## src/design/pgep_pkg.sv

```systemverilog
// Shared types, register codes and constants of the pulse shape evaluator.
`default_nettype none

package pgep_pkg;

   localparam int CSR_INDEX_W = 3;
   localparam int CSR_DATA_W  = 32;

   localparam logic [CSR_INDEX_W-1:0] REG_SEGMENT_BOUNDS   = 3'd0;
   localparam logic [CSR_INDEX_W-1:0] REG_FIRST_AMPLITUDE  = 3'd1;
   localparam logic [CSR_INDEX_W-1:0] REG_FIRST_CENTER     = 3'd2;
   localparam logic [CSR_INDEX_W-1:0] REG_FIRST_CURVATURE  = 3'd3;
   localparam logic [CSR_INDEX_W-1:0] REG_SECOND_AMPLITUDE = 3'd4;
   localparam logic [CSR_INDEX_W-1:0] REG_SECOND_CENTER    = 3'd5;
   localparam logic [CSR_INDEX_W-1:0] REG_SECOND_CURVATURE = 3'd6;
   localparam logic [CSR_INDEX_W-1:0] REG_TAIL_SETTINGS    = 3'd7;

   localparam logic [31:0] SEGMENT_BOUNDS_RESET   = 32'd1413894245;
   localparam logic [15:0] FIRST_AMPLITUDE_RESET  = 16'hE792;
   localparam logic [15:0] FIRST_CENTER_RESET     = 16'd20718;
   localparam logic [15:0] FIRST_CURVATURE_RESET  = 16'd5399;
   localparam logic [15:0] SECOND_AMPLITUDE_RESET = 16'hE591;
   localparam logic [15:0] SECOND_CENTER_RESET    = 16'd21027;
   localparam logic [15:0] SECOND_CURVATURE_RESET = 16'd1812;
   localparam logic [31:0] TAIL_SETTINGS_RESET    = 32'd430041193;

   localparam logic [1:0] SEG_FIRST  = 2'd0;
   localparam logic [1:0] SEG_SECOND = 2'd1;
   localparam logic [1:0] SEG_TAIL   = 2'd2;

   localparam int          SERIES_TERMS = 30;
   localparam logic [63:0] ONE_Q30      = 64'd1 << 30;
   localparam logic [63:0] HALF_Q30     = 64'd1 << 29;

   typedef struct packed {
      logic [31:0] segment_bounds;
      logic [15:0] first_amplitude;
      logic [15:0] first_center;
      logic [15:0] first_curvature;
      logic [15:0] second_amplitude;
      logic [15:0] second_center;
      logic [15:0] second_curvature;
      logic [31:0] tail_settings;
   } cfg_type;

endpackage

`default_nettype wire

```

## src/design/pgep_csr.sv

```systemverilog
// Configuration register file with write decode and template reset values.
`default_nettype none

module pgep_csr
   import pgep_pkg::*;
(
   input  wire logic                   clock,
   input  wire logic                   reset,
   input  wire logic                   csr_we,
   input  wire logic [CSR_INDEX_W-1:0] csr_index,
   input  wire logic [CSR_DATA_W-1:0]  csr_wdata,
   output cfg_type                     cfg
);

   cfg_type cfg_ff;
   cfg_type cfg_in;

   always_comb begin
      cfg_in = cfg_ff;
      if (csr_we) begin
         unique case (csr_index)
            REG_SEGMENT_BOUNDS:   cfg_in.segment_bounds   = csr_wdata;
            REG_FIRST_AMPLITUDE:  cfg_in.first_amplitude  = csr_wdata[15:0];
            REG_FIRST_CENTER:     cfg_in.first_center     = csr_wdata[15:0];
            REG_FIRST_CURVATURE:  cfg_in.first_curvature  = csr_wdata[15:0];
            REG_SECOND_AMPLITUDE: cfg_in.second_amplitude = csr_wdata[15:0];
            REG_SECOND_CENTER:    cfg_in.second_center    = csr_wdata[15:0];
            REG_SECOND_CURVATURE: cfg_in.second_curvature = csr_wdata[15:0];
            REG_TAIL_SETTINGS:    cfg_in.tail_settings    = csr_wdata;
            default:              cfg_in = cfg_ff;
         endcase
      end
   end

   always_ff @(posedge clock) begin
      if (reset) begin
         cfg_ff.segment_bounds   <= SEGMENT_BOUNDS_RESET;
         cfg_ff.first_amplitude  <= FIRST_AMPLITUDE_RESET;
         cfg_ff.first_center     <= FIRST_CENTER_RESET;
         cfg_ff.first_curvature  <= FIRST_CURVATURE_RESET;
         cfg_ff.second_amplitude <= SECOND_AMPLITUDE_RESET;
         cfg_ff.second_center    <= SECOND_CENTER_RESET;
         cfg_ff.second_curvature <= SECOND_CURVATURE_RESET;
         cfg_ff.tail_settings    <= TAIL_SETTINGS_RESET;
      end else begin
         cfg_ff <= cfg_in;
      end
   end

   assign cfg = cfg_ff;

endmodule

`default_nettype wire

```

## config.mk

```make
export PLATFORM = sky130hd
export DESIGN_NAME = pgep_csr
export DESIGN_NICKNAME = d
export VERILOG_FILES = /design/src/design/pgep_pkg.sv /design/src/design/pgep_csr.sv
export SDC_FILE = /design/constraint.sdc
export NUM_CORES = 1
export LEC_CHECK = 0
export ABC_AREA = 1
export BUFFER_PORTS_ARGS = -buffer_cell sky130_fd_sc_hd__buf_2
export CAP_MARGIN = 20
export CORE_MARGIN = 2
export CORE_UTILIZATION = 35
export CTS_BUF_LIST = sky130_fd_sc_hd__clkbuf_16
export DETAILED_ROUTE_END_ITERATION = 16
export PLACE_DENSITY = 0.64
export SLEW_MARGIN = 20
export SYNTH_ARGS = -nofsm -noshare
export SYNTH_HDL_FRONTEND = slang
export SYNTH_SLANG_ARGS = --single-unit
```

## constraint.sdc

```tcl
create_clock -name clock -period 1.4 [get_ports clock]
set_input_delay 0 -clock clock [delete_from_list [all_inputs] [get_ports clock]]
set_output_delay 0 -clock clock [all_outputs]
set_load 0.1 [all_outputs]
```

==> key figures <==
Layout
  – Fill count: 1753
  – FF+latch area: about 3200 um2
  – Area of the multi-input gates: ~2500 um2
  – Final #Nets: around 1100
  – Cell area after layout: 8220 um2
  – Layout cells sized above 1: 24.8%
  – Max FFs per register: 160
  – Layout area overhead: 35.9%
  – Diode count: 0
  – Util after Layout: 48.0%

Critical path
  – Crit path kind: flip-flop to output port
  – Slowest CP cell: buf_2
  – CP Capture Type: output port
  – Worst r2r src: cfg[71]
  – Cell count along the critical path: 1
  – Crit path launch: cfg[141]
  – Reg2reg end: cfg[71]
  – Delay-heaviest family, CP: buffers and inverters
  – Largest fanout on the critical path: 2
  – Worst R2R Path Depth: 2
  – Max stage delay on crit path: 0.44 ns
  – Worst Path Required: 1.40 ns
  – Critical-path cell list: buf_2
  – Number of buffers and inverters on the critical path: 1
  – Critical Path Sink: cfg[141]
  – Reg2reg setup slack: about 0.80 ns
  – Startpoint types: flip-flop
  – WP data arrival: 1.24 ns

Yosys
  – Register area share after synthesis: 52.9%
  – Cells after synthesis: 842
  – Syn Nets: about 900
  – Post-synthesis instance area: between 6000 and 7000 um2
  – Synth unique cells: 14
  – Number of synthesis warnings: 0
  – Synthesis-stage register bit count: 160
  – Syn avg cell area: between 7 and 8 um2

Floorplanning
  – Initial core utilization: 35.3%
  – Die extent in x: about 140 um
  – Core area: between 15000 and 20000 um2
  – Row count: 48
  – Die Y: 135 um
  – Die area: around 18000 um2
  – IO Pins: ~200

Timing
  – Final Hold Viols: 0
  – TNS Setup: 0 ns
  – Final setup fails: 0
  – Slew @ Worst Pin: 0.534 ns
  – Clock Skews: 0 ns
  – Slew Viols, Final: 0
  – Fmax: a little over 800 MHz
  – Crit share post-route: about nine tenths
  – RSZ-0062 raised after global routing: no
  – Worst setup margin: approximately 0.16 ns
  – Max-slew headroom: 64.3%
  – Min Tclk post-route: around 1.2 ns

CTS
  – CTS Hold Bufs: 32
  – CTS tree: done
  – Clk root buf: clkbuf_16
  – CTS max path bufs: 2
  – CTS Sinks: 160
  – Post-CTS Setup Repair Bufs: 0
  – H-tree lvl count: 4
  – Clock latency on the worst-skew pair: about 0.42 ns
  – Resized Gates After CTS: 0
  – CTS clock-pin slew for the worst setup and hold paths: about 0.060 ns
  – CTS buffer count: 17

Power
  – Pwr Density: 1400 nW/um2
  – Total power: ~12000 uW
  – Worst IR drop on VDD: between 0.0009 and 0.001 V
  – Leakage Power: 0.00406 uW

Placement
  – Place WS: around 0.095 ns
  – I/O Buffers: approximately 200
  – RePlAce Congestion: 0.838
  – Area after DPL: ~7300 um2
  – Final HPWL DP: ~13000 um

Run status
  – Status: finished clean

Detailed routing
  – DRT iter0 DRCs: roughly 400
  – Detailed Route WL: 19500 um
  – Detailed Routing Iterations Pass 1: 6
  – Total number of vias: 6020
  – DRC viols: 0
  – DR WL/cell: about 15 um
  – Routed Antenna Nets: 0
  – Via density: between 4 and 5

Min path
  – HP Class: primary input to flip-flop
  – Hold depth: 5

Global route
  – Largest net degree at the start of global routing: slightly above 80
  – GRT Overall Usage: roughly a fifth
  – Initial antenna violation count: 0
  – Global-route wire length before repair: a little under 30000 um
  – Vias in the first global route: between 5000 and 6000
  – Remaining Overflow, GRT: 0

Run
  – Max Cap Viol: 0
==> placed cells by master (no fill, tap or decap), drive strengths merged <==
| cell | instances |
|---|---|
| clkinv | 7 |
| nand2 | 260 |
| nand3 | 142 |
| bufinv | 1 |
| buf | 217 |
| dfxtp | 160 |
| nor2 | 194 |
| inv | 45 |
| dlygate4sd3 | 32 |
| clkinvlp | 1 |
| clkbuf | 17 |
==> cell type report <==
type	instances	share of cell area [%]
Multi-Input combinational cell	596	30.2
Sequential cell	160	39.0
Tap cell	225	3.42
Timing Repair Buffer	249	18.6
Inverter	39	1.81
Clock inverter	15	1.83
Clock buffer	17	5.18
==> worst min-delay path by stage <==
stage	from	endpoint
floorplan	csr_wdata[5]	cfg[101]
global placement	csr_wdata[28]	cfg[156]
detailed placement	csr_wdata[30]	cfg[158]
CTS	csr_index[1]	cfg[56]
global route	reset	cfg[103]
finish	csr_index[1]	cfg[56]
==> cell usage after synthesis (all sizes together) <==
master / n / share of area (%)
nand2: 260 / 16
nor2: 194 / 13
dfxtp: 160 / 53
nand3: 142 / 12
inv: 38 / 2.4
buf: 33 / 2.9
clkbuf: 14 / 0.87
clkinv: 1 / 0.062
==> routing by layer <==
metal | GRT usage [%] | wire length (um) | up-vias
li1 | - | - | 3056
met1 | 28.3 | 8910 | 2733
met2 | 33.5 | 8880 | 199
met3 | 5.87 | 1270 | 32
met4 | 7.64 | 459 | 0
met5 | 0 | 0 | -
==> stage by stage <==
step / hold slack [ns] / cells
5_1_grt: 0.0883 / 1301
3_3_place_gp: 0.218 / 1237
6_report: 0.0402 / 1301
4_1_cts: 0.0238 / 1301
3_5_place_dp: 0.222 / 1237
2_1_floorplan: 0.113 / 842
==> worst reg2reg max path: cells and delay by family (launching register included) <==
family	cells	cell delay, ns
flops	1	0.33
simple gates	2	0.16
==> power breakdown <==
group          internal (uW)  switching (uW)  leakage [uW]
sequential              4710            82.4       0.00130
clock                   2500            2030      0.000282
combinational            409            1760       0.00248
total                   7620            3880       0.00406
==> logic make-up (layout without fill, tap and decap cells) <==
logic type / count (synthesis) / count (layout) / synth area share, %
buf+inv: 86 / 320 / 6.23
flops: 160 / 160 / 52.9
simple gates: 596 / 596 / 40.8
No activity file was read; power rests on OpenSTA's default activity.
